`src/design/vnh_pkg.sv`:
```
// Shared constants, register codes and the division step for the hashed value noise block.
// Used by every module of the block; depends on nothing.
package vnh_pkg;

   localparam int COORD_W   = 32;
   localparam int MAG_W     = COORD_W - 1;
   localparam int SCALE_W   = 16;
   localparam int FRAC_BITS = 16;
   localparam int CORNER_W  = 16;
   localparam int WORD_W    = 64;
   localparam int HALF_W    = WORD_W / 2;

   localparam logic [WORD_W-1:0] MIX_C1  = 64'hbf58476d1ce4e5b9;
   localparam logic [WORD_W-1:0] MIX_C2  = 64'h94d049bb133111eb;
   localparam logic [WORD_W-1:0] HASH_KX = 64'h632be59bd9b4e019;
   localparam logic [WORD_W-1:0] HASH_KZ = 64'h8cb92baa3f3d8dd7;
   localparam logic [WORD_W-1:0] HASH_KX1 = HASH_KX + 64'd1;
   localparam logic [WORD_W-1:0] HASH_KZ1 = HASH_KZ + 64'd1;

   localparam logic [WORD_W-1:0]  SEED_RESET  = 64'd0;
   localparam logic [WORD_W-1:0]  SALT_RESET  = 64'd1938907459;
   localparam logic [SCALE_W-1:0] SCALE_RESET = 16'd96;

   localparam int CSR_ADDR_W = 5;
   localparam int CSR_DATA_W = 64;

   // Register index, taken from address bits 4..3 (registers sit 8 bytes apart).
   typedef enum logic [1:0] {
      REG_WORLD_SEED = 2'd0,
      REG_NOISE_SALT = 2'd1,
      REG_CELL_SCALE = 2'd2
   } reg_index_type;

   localparam int DIV_LAT    = 1 + MAG_W + 1 + FRAC_BITS;
   localparam int MIX_LAT    = 4;
   localparam int SMOOTH_LAT = 3;
   localparam int HASH_LAT   = 1 + MIX_LAT + 1 + MIX_LAT;
   localparam int PIPE_LAT   = DIV_LAT + HASH_LAT + 2;

   typedef struct packed {
      logic               qbit;
      logic [SCALE_W-1:0] rem;
   } div_step_type;

   // One restoring division step: shift a bit into the remainder and subtract if it fits.
   function automatic div_step_type div_step(input logic [SCALE_W-1:0] rem,
                                             input logic bit_in,
                                             input logic [SCALE_W-1:0] scale);
      logic [SCALE_W:0] trial;
      logic [SCALE_W:0] diff;
      div_step_type     res;
      trial = {rem, bit_in};
      diff  = trial - {1'b0, scale};
      if (trial >= {1'b0, scale}) begin
         res.qbit = 1'b1;
         res.rem  = diff[SCALE_W-1:0];
      end else begin
         res.qbit = 1'b0;
         res.rem  = trial[SCALE_W-1:0];
      end
      return res;
   endfunction

endpackage

```
`src/design/vnh_smooth.sv`:
```
// Three-stage smoothstep 3t^2 - 2t^3 on a Q0.FRAC_BITS fraction, capped below one.
// Depends on vnh_pkg.
module vnh_smooth import vnh_pkg::*; (
   input  logic                 clock,
   input  logic                 en,
   input  logic [FRAC_BITS-1:0] t_in,
   output logic [FRAC_BITS-1:0] s_out
);

   logic [FRAC_BITS-1:0]   t1_ff;
   logic [FRAC_BITS-1:0]   t2_ff;
   logic [FRAC_BITS-1:0]   t2b_ff;
   logic [FRAC_BITS-1:0]   t3_ff;
   logic [2*FRAC_BITS-1:0] sq;
   logic [2*FRAC_BITS-1:0] cu;
   logic [FRAC_BITS+1:0]   poly;
   logic [FRAC_BITS-1:0]   s_ff;

   assign sq   = (2*FRAC_BITS)'(t_in) * (2*FRAC_BITS)'(t_in);
   assign cu   = (2*FRAC_BITS)'(t2_ff) * (2*FRAC_BITS)'(t1_ff);
   // t3 never exceeds t2, so the difference stays positive.
   assign poly = (FRAC_BITS+2)'(3 * t2b_ff - 2 * t3_ff);

   always_ff @(posedge clock) begin
      if (en) begin
         t1_ff  <= t_in;
         t2_ff  <= sq[FRAC_BITS +: FRAC_BITS];
         t2b_ff <= t2_ff;
         t3_ff  <= cu[FRAC_BITS +: FRAC_BITS];
         s_ff   <= (poly[FRAC_BITS+1:FRAC_BITS] != 2'b00) ? {FRAC_BITS{1'b1}}
                                                          : poly[FRAC_BITS-1:0];
      end
   end

   assign s_out = s_ff;

endmodule

```
`config.mk`:
```
export PLATFORM = sky130hd
export DESIGN_NAME = vnh_smooth
export DESIGN_NICKNAME = d
export VERILOG_FILES = /design/src/design/vnh_pkg.sv /design/src/design/vnh_smooth.sv
export SDC_FILE = /design/constraint.sdc
export NUM_CORES = 1
export LEC_CHECK = 0
export BUFFER_PORTS_ARGS = -buffer_cell sky130_fd_sc_hd__buf_2
export CORE_MARGIN = 1.5
export CORE_UTILIZATION = 65
export DETAILED_ROUTE_END_ITERATION = 8
export GPL_ROUTABILITY_DRIVEN = 0
export PLACE_DENSITY = 0.83
export SYNTH_ARGS = -nofsm -noshare
export SYNTH_HDL_FRONTEND = slang
export SYNTH_SLANG_ARGS = --single-unit
```
`constraint.sdc`:
```
create_clock -name clock -period 18.5 [get_ports clock]
set_input_delay 2.775 -clock clock [delete_from_list [all_inputs] [get_ports clock]]
set_output_delay 2.775 -clock clock [all_outputs]
set_load 0.02 [all_outputs]
```
==> results.tsv <==
stage	metric	value	unit
floorplan	coreArea	0.02809	sq mm
route	viasPerCell	5.581	
global_routing	grtUsageTotal	28.85	%
route	dr.first_iter.drc_count	947	
synthesis	synth_warnings	0	
finish	layout-drive-gt1-share	4.094	%
finish	mostFrequentLayoutCells	533 x inv_1, 370 x fa_1, 254 x nand2_1, 218 x ha_1, 147 x and2_1	
global_routing	grt_pass1_wl	69090	um
sta	fin_crit	8.542	ns
clock_tree	clk_path_buf_depth	2	
clock_tree	cts_sinks	80	
floorplan	core.rowCount	61	
floorplan	die_y	172.7	um
clock_tree	cts_hold_repair.buffers	0	
route	drt.antenna.violating_nets	0	
route	wl	40010	um
worst_setup_path	r2r_setup_slack	11.97	ns
placement	portBuffers	33	
placement	dp_hpwl	32200	um
sta	setup_violations	0	
sta	worst_pin_slew	0.8882	ns
clock_tree	cts_setup_buffers	0	
floorplan	initial_utilization	66.62	%
sta	maxSlewViolCount	0	
synthesis	synth_edf_count	80	
global_routing	grt_max_degree	47	
worst_hold_path	worst_hold_path_type	reg2reg	
worst_setup_path	cp_slowest_cell	fa_1	
synthesis	synth-main-ff-cell	edfxtp_1	
clock_tree	cts_tree	built	
worst_setup_path	worstPathMaxFanout	14	
route	drc_errors	0	
route	first_pass_iters	5	
synthesis	synth_seq_cells	80	
synthesis	syn_area	0.01871	sq mm
worst_setup_path	max_stage_delay	0.51	ns
floorplan	die_area	0.02981	sq mm
worst_setup_path	cpMostUsedCell	fa_1	
sta	report.final.hold_viol_count	0	
worst_setup_path	critPathRequiredTime	18.61	ns
clock_tree	clkTransAtPathRegs	0.06	ns
clock_tree	root_buffer	clkbuf_16	
sta	tns	0	ns
finish	final_common_cell	inv_1	
sta	fin_skew	0.01082	ns
sta	rsz0062_at_grt	false	
sta	max_freq	117.1	MHz
global_routing	grt_pass1_vias	14460	
finish	num_antenna_cells	0	
synthesis	synthArstFlopShare	0	%
outcome	outcome	complete, no violations	
worst_setup_path	cp_cell_sequence	buf_2 > inv_1 > nor2_1 > inv_1 > fa_1 > fa_1 > inv_1 > fa_1 > fa_1 > fa_1 > inv_1 > fa_1 > inv_1 > ha_1 > a211oi_2 > o211ai_1 > o22ai_2 > o21ai_1 > a41oi_2 > o21ai_1 > a21oi_1 > xnor2_1	
clock_tree	ctsResizeCount	0	
synthesis	synth_area_per_cell	9.561	sq um
clock_tree	tritoncts.num_buffers	9	
sta	min_period_over_period	46.17	%
sta	slew_headroom	40.79	%
synthesis	yosysUniqueCellTypes	63	
clock_tree	clk_latency	0.36	ns
synthesis	syn_inst	1957	
worst_setup_path	critPathLaunchType	input port	
flow_run	maxCapViolCount	0	
finish	final_net_count	2555	
route	wire_per_inst	17.16	um
synthesis	syn_nets	2563	
synthesis	synth.yosys.seq_area_share	12.84	%
clock_tree	htree_num_levels	3	
floorplan	die_w	172.7	um
finish	syn_to_final_growth	3.858	%
floorplan	pin_count	34	
route	dr_total_vias	13020	
worst_setup_path	end_kind	register	
worst_setup_path	worstPathArrival	8.65	ns
global_routing	antenna_found_initial	0	
worst_setup_path	worstSetupPathType	in2reg	
global_routing	overflow	0	
final cells by class:
| cell class | count | area (sq um) |
|---|---|---|
| Clock buffer | 9 | 225.2 |
| Clock inverter | 7 | 55.05 |
| Fill cell | 2063 | 8653 |
| Inverter | 533 | 2001 |
| Multi-Input combinational cell | 1291 | 14100 |
| Sequential cell | 80 | 2402 |
| Tap cell | 378 | 473.0 |
| Timing Repair Buffer | 34 | 175.2 |
Yosys cell counts (5+ instances only):
cell      number  area, sq um
nor2_1        44        165.2
nor3_1         6        30.03
and3_1         5        31.28
o21ai_0       18        90.09
xor2_1        20        175.2
a21oi_2        7        61.31
a21o_1        23        172.7
fa_1         370         7407
xnor2_1       38        332.8
a211oi_1       5        37.54
a21oi_1       36        180.2
o21ai_1        5        25.02
o211ai_1       6        45.04
edfxtp_1      80         2402
and2_1       147        919.6
nand2_1      254        953.4
clkbuf_1      52        195.2
nor2b_1        7        43.79
nand3_1        7        35.03
inv_1        533         2001
ha_1         218         2728
o21bai_1       6        45.04
nand4_1        8        50.05
critical path: cells and delay by family:
family                   cells  cell delay (ns)
AO/OA/AOI/OAI                7             1.63
XOR/XNOR                     1             0.09
adder cells (fa/ha/maj)      7             3.12
AND/OR/NAND/NOR              1             0.25
buffers and inverters        6             0.79
flip-flops by register name, summed over array words and instances, names as in the netlist:
register  cells
s_out        16
t1_ff        16
t2_ff        16
t2b_ff       16
t3_ff        16
logic make-up (layout without fill, tap and decap cells):
family,Yosys count,in the layout,synth area share (%)
xor gates and xnor gates,58,58,2.715
buffers and inverters,586,583,11.80
AOI/OAI and AO/OA,146,146,5.784
adders and majority gates,588,588,54.16
DFF,80,80,12.84
muxes,2,2,0.1137
and+or+nand+nor,497,497,12.59
path summary, 6_finish.rpt:
check,endpoint,from,cells past startpoint
worst min-delay path,s_out[0],t2b_ff[0],2
worst max register to register,t3_ff[13],t1_ff[8],21
worst min register to register,s_out[0],t2b_ff[0],2
worst max-delay path,t2_ff[14],t_in[3],22
metal layers:
layer  global-route usage, %  part of all wire [%]  wire [um]  vias to the layer above
met3                   4.332                   7.7       3063                       82
met5                       0                     0          0                        -
met2                   50.10                    50      19870                      524
met1                   37.47                    40      16080                     6564
met4                   9.130                   2.5       1001                        0
li1                        -                     -          -                     5845
per-stage QoR:
step	instance area (sq um)	util, %	std cells	hold slack, ns	worst slack [ns]
after CTS	19430	69.19	2332	0.5454	10.03
final	19430	69.19	2332	0.5385	9.958
after floorplan	18710	-	1957	0.4955	10.23
after detailed placement	19150	68.19	2316	0.5297	9.672
after global routing	19430	69.19	2332	0.5778	9.705
after global placement	19150	68.19	2316	0.5054	9.930
Power is not shown: default switching activity piles up to over one toggle a cycle in this logic, so the estimate is an artifact.
