`src/design/vnh_pkg.sv`:
```
// Shared constants, register codes and the division step for the hashed value noise block.
// Used by every module of the block; depends on nothing.
package vnh_pkg;

   localparam int COORD_W   = 32;
   localparam int MAG_W     = COORD_W - 1;
   localparam int SCALE_W   = 16;
   localparam int FRAC_BITS = 16;
   localparam int CORNER_W  = 16;
   localparam int WORD_W    = 64;
   localparam int HALF_W    = WORD_W / 2;

   localparam logic [WORD_W-1:0] MIX_C1  = 64'hbf58476d1ce4e5b9;
   localparam logic [WORD_W-1:0] MIX_C2  = 64'h94d049bb133111eb;
   localparam logic [WORD_W-1:0] HASH_KX = 64'h632be59bd9b4e019;
   localparam logic [WORD_W-1:0] HASH_KZ = 64'h8cb92baa3f3d8dd7;
   localparam logic [WORD_W-1:0] HASH_KX1 = HASH_KX + 64'd1;
   localparam logic [WORD_W-1:0] HASH_KZ1 = HASH_KZ + 64'd1;

   localparam logic [WORD_W-1:0]  SEED_RESET  = 64'd0;
   localparam logic [WORD_W-1:0]  SALT_RESET  = 64'd1938907459;
   localparam logic [SCALE_W-1:0] SCALE_RESET = 16'd96;

   localparam int CSR_ADDR_W = 5;
   localparam int CSR_DATA_W = 64;

   // Register index, taken from address bits 4..3 (registers sit 8 bytes apart).
   typedef enum logic [1:0] {
      REG_WORLD_SEED = 2'd0,
      REG_NOISE_SALT = 2'd1,
      REG_CELL_SCALE = 2'd2
   } reg_index_type;

   localparam int DIV_LAT    = 1 + MAG_W + 1 + FRAC_BITS;
   localparam int MIX_LAT    = 4;
   localparam int SMOOTH_LAT = 3;
   localparam int HASH_LAT   = 1 + MIX_LAT + 1 + MIX_LAT;
   localparam int PIPE_LAT   = DIV_LAT + HASH_LAT + 2;

   typedef struct packed {
      logic               qbit;
      logic [SCALE_W-1:0] rem;
   } div_step_type;

   // One restoring division step: shift a bit into the remainder and subtract if it fits.
   function automatic div_step_type div_step(input logic [SCALE_W-1:0] rem,
                                             input logic bit_in,
                                             input logic [SCALE_W-1:0] scale);
      logic [SCALE_W:0] trial;
      logic [SCALE_W:0] diff;
      div_step_type     res;
      trial = {rem, bit_in};
      diff  = trial - {1'b0, scale};
      if (trial >= {1'b0, scale}) begin
         res.qbit = 1'b1;
         res.rem  = diff[SCALE_W-1:0];
      end else begin
         res.qbit = 1'b0;
         res.rem  = trial[SCALE_W-1:0];
      end
      return res;
   endfunction

endpackage

```
`src/design/vnh_divider.sv`:
```
// Pipelined floor division of one signed coordinate by the cell scale, one bit per stage.
// Gives the lattice cell and the Q0.FRAC_BITS fraction; depends on vnh_pkg.
module vnh_divider import vnh_pkg::*; (
   input  logic                       clock,
   input  logic                       en,
   input  logic signed [COORD_W-1:0]  coord,
   input  logic [SCALE_W-1:0]         scale,
   output logic signed [COORD_W-1:0]  cell_idx,
   output logic [FRAC_BITS-1:0]       frac
);

   // Prepare stage: magnitude word (one's complement for negative inputs).
   logic [MAG_W-1:0]   mag0_ff;
   logic [SCALE_W-1:0] scl0_ff;
   logic               neg0_ff;

   // Quotient stages: the word shifts out dividend bits and takes in quotient bits.
   logic [MAG_W-1:0]   qw_ff   [MAG_W];
   logic [MAG_W-1:0]   qw_in   [MAG_W];
   logic [SCALE_W-1:0] qrem_ff [MAG_W];
   logic [SCALE_W-1:0] qrem_in [MAG_W];
   logic [SCALE_W-1:0] qscl_ff [MAG_W];
   logic               qneg_ff [MAG_W];

   // Correction stage.
   logic signed [COORD_W-1:0] ccell_ff;
   logic [SCALE_W-1:0]        crem_ff;
   logic [SCALE_W-1:0]        cscl_ff;
   logic signed [COORD_W-1:0] ccell_in;
   logic [SCALE_W-1:0]        crem_in;

   // Fraction stages.
   logic [FRAC_BITS-1:0]      fw_ff   [FRAC_BITS];
   logic [FRAC_BITS-1:0]      fw_in   [FRAC_BITS];
   logic [SCALE_W-1:0]        frem_ff [FRAC_BITS];
   logic [SCALE_W-1:0]        frem_in [FRAC_BITS];
   logic [SCALE_W-1:0]        fscl_ff [FRAC_BITS];
   logic signed [COORD_W-1:0] fcell_ff[FRAC_BITS];

   always_comb begin
      div_step_type st;
      logic [MAG_W-1:0]   w;
      logic [SCALE_W-1:0] r;
      logic [SCALE_W-1:0] sc;
      for (int k = 0; k < MAG_W; k++) begin
         w  = (k == 0) ? mag0_ff : qw_ff[k-1];
         r  = (k == 0) ? '0 : qrem_ff[k-1];
         sc = (k == 0) ? scl0_ff : qscl_ff[k-1];
         st = div_step(r, w[MAG_W-1], sc);
         qw_in[k]   = {w[MAG_W-2:0], st.qbit};
         qrem_in[k] = st.rem;
      end
   end

   // Floor correction: for c = -n-1, cell = -q-1 and remainder = scale-1-r.
   always_comb begin
      if (qneg_ff[MAG_W-1]) begin
         ccell_in = ~{1'b0, qw_ff[MAG_W-1]};
         crem_in  = qscl_ff[MAG_W-1] - 16'd1 - qrem_ff[MAG_W-1];
      end else begin
         ccell_in = {1'b0, qw_ff[MAG_W-1]};
         crem_in  = qrem_ff[MAG_W-1];
      end
   end

   always_comb begin
      div_step_type st;
      logic [FRAC_BITS-1:0] w;
      logic [SCALE_W-1:0]   r;
      logic [SCALE_W-1:0]   sc;
      for (int k = 0; k < FRAC_BITS; k++) begin
         w  = (k == 0) ? '0 : fw_ff[k-1];
         r  = (k == 0) ? crem_ff : frem_ff[k-1];
         sc = (k == 0) ? cscl_ff : fscl_ff[k-1];
         st = div_step(r, 1'b0, sc);
         fw_in[k]   = {w[FRAC_BITS-2:0], st.qbit};
         frem_in[k] = st.rem;
      end
   end

   always_ff @(posedge clock) begin
      if (en) begin
         neg0_ff <= coord[COORD_W-1];
         mag0_ff <= coord[COORD_W-1] ? ~coord[MAG_W-1:0] : coord[MAG_W-1:0];
         scl0_ff <= (scale == '0) ? 16'd1 : scale;
         for (int k = 0; k < MAG_W; k++) begin
            qw_ff[k]   <= qw_in[k];
            qrem_ff[k] <= qrem_in[k];
            qscl_ff[k] <= (k == 0) ? scl0_ff : qscl_ff[k-1];
            qneg_ff[k] <= (k == 0) ? neg0_ff : qneg_ff[k-1];
         end
         ccell_ff <= ccell_in;
         crem_ff  <= crem_in;
         cscl_ff  <= qscl_ff[MAG_W-1];
         for (int k = 0; k < FRAC_BITS; k++) begin
            fw_ff[k]    <= fw_in[k];
            frem_ff[k]  <= frem_in[k];
            fscl_ff[k]  <= (k == 0) ? cscl_ff : fscl_ff[k-1];
            fcell_ff[k] <= (k == 0) ? ccell_ff : fcell_ff[k-1];
         end
      end
   end

   assign cell_idx = fcell_ff[FRAC_BITS-1];
   assign frac     = fw_ff[FRAC_BITS-1];

endmodule

```
`config.mk`:
```
export PLATFORM = sky130hd
export DESIGN_NAME = vnh_divider
export DESIGN_NICKNAME = d
export VERILOG_FILES = /design/src/design/vnh_pkg.sv /design/src/design/vnh_divider.sv
export SDC_FILE = /design/constraint.sdc
export NUM_CORES = 2
export LEC_CHECK = 0
export BUFFER_PORTS_ARGS = -buffer_cell sky130_fd_sc_hd__buf_2
export CAP_MARGIN = 20
export CORE_MARGIN = 2
export CORE_UTILIZATION = 60
export DETAILED_ROUTE_END_ITERATION = 10
export MAX_ROUTING_LAYER = met4
export PLACE_DENSITY = 0.76
export SLEW_MARGIN = 10
export SYNTH_ARGS = -nofsm -noshare
export SYNTH_HDL_FRONTEND = slang
export SYNTH_SLANG_ARGS = --single-unit
```
`constraint.sdc`:
```
create_clock -name clock -period 6.25 [get_ports clock]
set_clock_uncertainty 0.1 [all_clocks]
set_input_delay 0.9375 -clock clock [delete_from_list [all_inputs] [get_ports clock]]
set_output_delay 0.9375 -clock clock [all_outputs]
set_load 0.005 [all_outputs]
```
==> summary.md <==
| Metric | Value |
|---|---|
| Number of register bits inferred by synthesis | approximately 3200 |
| Required time reported for the critical path endpoint | 6.78 ns |
| Slew at the pin with the worst max-slew slack | 1.08 ns |
| Fraction of synthesized cell area taken by the top area cell type | around 70% |
| DRT Pass-1 Iters | 6 |
| Iteration-0 DRC Markers | around 5600 |
| Highest clock rate | between 200 and 250 MHz |
| Antenna violations before repair | 4 |
| Mapped Cells | ~9600 |
| Worst-Skew Late Latency | 0.91 ns |
| Maxcap violations | 0 |
| Total routed wire length on the met1 layer | about 110000 um |
| Post-Synthesis Net Count | approximately 10000 |
| R2r setup slk | 2.24 ns |
| Number of slew-limit violations in the final report | 0 |
| Resized cells post-CTS | 0 |
| Met3 wire length | 9890 um |
| Final min period | around 4 ns |
| Max stage delay on crit path | 0.69 ns |
| Leakage dissipation | 0.0599 uW |
| Async S/R FF share, synth | 0% |
| Global-route congestion overflow total | 0 |
| Top-level port count | slightly below 100 |
| Top fanout value on the critical path | 16 |
| Maximum count of clock buffers along a single path | 4 |
| Count of port buffers added during placement | 97 |
| Most common library cell in the layout ignoring fill and taps | sky130_fd_sc_hd__edfxtp_1 |
| Pwr dens | between 400 and 500 nW/um2 |
| Vias in the first global route | 75731 |
| Launching element of the worst setup path | fscl_ff[0][81]$_DFFE_PP_ |
| Post-synth cell types | 79 |
| Gate family responsible for the most delay along the worst path | compound AO/OA/AOI/OAI gates |
| Final cycle utilization of the critical path | 64.2% |
| Sum of routed wire length over all layers | 245000 um |
| Post-synth EDFFs | ~3200 |
| Worst slew margin relative to its limit | approximately 28% |
| Sort of element at the start of the critical path | flip-flop |
| Synth Flop Type | sky130_fd_sc_hd__edfxtp_1 |
| Summed instance area of the synthesized netlist | about 140000 um2 |
| Area leader, netlist | sky130_fd_sc_hd__edfxtp_1 |
| Number of cell rows | roughly 180 |
| Clock sinks | between 3000 and 4000 |
| CTS buffer count | about 340 |
| Unrepaired setup endpoints after global routing | false |
| Reg clk slew, reported paths | approximately 0.060 ns |
| Ratio of routed vias to standard cells | about 5.6 |
| CTS tree | done |
| CTS Root Cell | sky130_fd_sc_hd__clkbuf_16 |
| Share of cells above drive strength 1 | around 11% |
| Detailed-route wire length per cell | around 18 um |
| Final Net Count | around 11000 |
| Highest-delay cell along the critical path | sky130_fd_sc_hd__o21bai_2 |
| Outcome | complete, no violations |
| Warning count from the yosys run | 0 |
| Maximum level of the CTS H-tree | 5 |
| Number of buffers added to fix hold violations after cts | 0 |
| Final-layout setup total negative slack | 0 ns |
| Post-Synthesis Mean Instance Area | 14.7 um2 |
| Critical path type | reg -> reg |
| Depth of the worst register-to-register path | 11 |
| Worst flop-to-flop path endpoint | frem_ff[0][100]$_DFFE_PP_ |
| Depth of the critical timing path with buffers and inverters included | 11 |
| Pin count of the biggest net entering global routing | 200 |
| Worst reg2reg startpoint | fscl_ff[0][81]$_DFFE_PP_ |
| Initial core utilization | roughly three fifths |
| Die area | roughly 240000 um2 |
| Chip Width | approximately 500 um |
| Number of instances in the placed design | roughly 13000 |
| Post-CTS setup repair buffer count | 0 |
| Critical Path End Type | flip-flop |
| Worst IR drop on VDD | 288 uV |
| Post-route insts no fill | about 13000 |
| Final weighted congestion in routability-driven placement | 0.907 |
| Setup violators final | 0 |
| Post-synthesis sequential area ratio | between 60% and 70% |
| Global-route wire length before repair | 395000 um |
| Leading cell types by total area after synthesis | sky130_fd_sc_hd__edfxtp_1 69%, sky130_fd_sc_hd__ha_1 6.7%, sky130_fd_sc_hd__mux2_2 3.2% |
| Post-DP HPWL | 165000 um |
| Synthesis-to-finish area growth | 10.8% |
| DRC violation count after routing | 0 |
| Final number of hold-violating endpoints | 0 |
| Kind of path behind the tightest hold check | in -> reg |
| Die Ht | approximately 490 um |
| Timing endpoint of the critical path | frem_ff[0][100]$_DFFE_PP_ |
| Total number of vias | 75283 |
| WL met2 | 122000 um |
| GRT Overall Usage | a little over a fifth |
| Min-Delay Path Depth | 1 |
| Crit path cell chain | inv_1 > ha_1 > nor2b_1 > o21ai_0 > a21boi_0 > o22ai_1 > o31ai_1 > or3_1 > and2_1 > o21bai_2 > mux2_2 |
| Number of buffers and inverters on the critical path | 1 |
| Antenna viol nets, final | 0 |
| Commonest non-fill, non-tap cells in the layout | 3224 x sky130_fd_sc_hd__edfxtp_1, 988 x sky130_fd_sc_hd__inv_1, 752 x sky130_fd_sc_hd__ha_1, 482 x sky130_fd_sc_hd__nor2_1, 459 x sky130_fd_sc_hd__a21oi_1 |
| Core outline area | between 200000 and 250000 um2 |
| CP Data Arrival Time | 4.54 ns |
| Highest metal layer with signal wires | met4 |
[report_power, final]
part           total (uW)  switching, uW  internal, uW
Sequential          31500           2070         29400
Combinational       24800          13400         11400
Clock               19200           7890         11300
[cells in the mapped netlist, types with 47 or more instances]
master,n
sky130_fd_sc_hd__a211oi_1,48
sky130_fd_sc_hd__a21boi_0,47
sky130_fd_sc_hd__a21o_1,149
sky130_fd_sc_hd__a21oi_1,461
sky130_fd_sc_hd__clkbuf_1,89
sky130_fd_sc_hd__edfxtp_1,3224
sky130_fd_sc_hd__ha_1,752
sky130_fd_sc_hd__inv_1,988
sky130_fd_sc_hd__mux2_2,397
sky130_fd_sc_hd__mux2i_1,64
sky130_fd_sc_hd__nand2_1,440
sky130_fd_sc_hd__nand2b_1,90
sky130_fd_sc_hd__nand3_1,122
sky130_fd_sc_hd__nand4_1,76
sky130_fd_sc_hd__nor2_1,482
sky130_fd_sc_hd__nor2b_1,106
sky130_fd_sc_hd__nor3_1,112
sky130_fd_sc_hd__o21a_1,116
sky130_fd_sc_hd__o21ai_0,459
sky130_fd_sc_hd__o21bai_1,57
sky130_fd_sc_hd__o31ai_1,59
sky130_fd_sc_hd__or3_1,59
sky130_fd_sc_hd__xnor2_1,355
sky130_fd_sc_hd__xor2_1,240
[through the flow]
| stage | cell area [um2] | util [%] | hold slack [ns] | worst slack, ns | total power [uW] |
|---|---|---|---|---|---|
| floorplan | 141000 | - | 0.300 | 2.77 | 50100 |
| global placement | 145000 | 62.4 | 0.300 | 2.32 | 55200 |
| detailed placement | 145000 | 62.4 | 0.305 | 2.24 | 56200 |
| CTS | 156000 | 66.9 | 0.0190 | 2.22 | 75800 |
| global route | 156000 | 66.9 | 0.0250 | 1.89 | 79900 |
| finish | 156000 | 66.9 | 0.0871 | 2.24 | 75400 |
[flip-flops by register name, indices dropped and copies added, names as in the netlist, 32 cells and up]
signal    count
qw_ff       961
fcell_ff    512
qrem_ff     496
qscl_ff     496
frem_ff     240
fscl_ff     240
fw_ff       136
ccell_ff     32
[kinds of logic (layout without fill, tap and decap cells)]
logic type	after synthesis	after routing	synth area share, %
AOI/OAI and AO/OA	1719	1719	7.77
other	0	3	0
muxes	468	468	3.69
buffers and inverters	1125	1734	3.07
and+or+nand+nor	1667	1667	5.62
xor gates and xnor gates	595	595	3.70
DFF	3224	3224	68.8
adders and majority gates	798	798	7.34
[worst min path at each step]
stage	from	end	slack, ns
final	scale[13]	scl0_ff[13]$_SDFFCE_PN0P_	0.09
after global placement	qw_ff[0][354]$_DFFE_PP_	qw_ff[0][386]$_DFFE_PP_	0.30
after global routing	scale[9]	scl0_ff[9]$_SDFFCE_PN0P_	0.03
after detailed placement	ccell_ff[14]$_DFFE_PP_	fcell_ff[0][14]$_DFFE_PP_	0.30
after floorplan	ccell_ff[0]$_DFFE_PP_	fcell_ff[0][0]$_DFFE_PP_	0.30
after CTS	scale[13]	scl0_ff[13]$_SDFFCE_PN0P_	0.02
[layout make-up]
type                       count  area (um2)
timing repair buffer         165        1270
sequential                  3224       96800
fill                       15965       77100
inverter                     989        3710
multi-input combinational   5247       39600
antenna                        3        7.51
clock inverter               187        1830
clock buffer                 393        8710
tap                         3132        3920
[layer usage]
metal	global-route usage (%)	vias to the layer above
met1	27.2	36793
met2	35.2	1659
li1	-	36318
met3	2.75	513
met5	-	-
met4	6.82	0
Note: power is estimated with default switching activity, not from simulation.
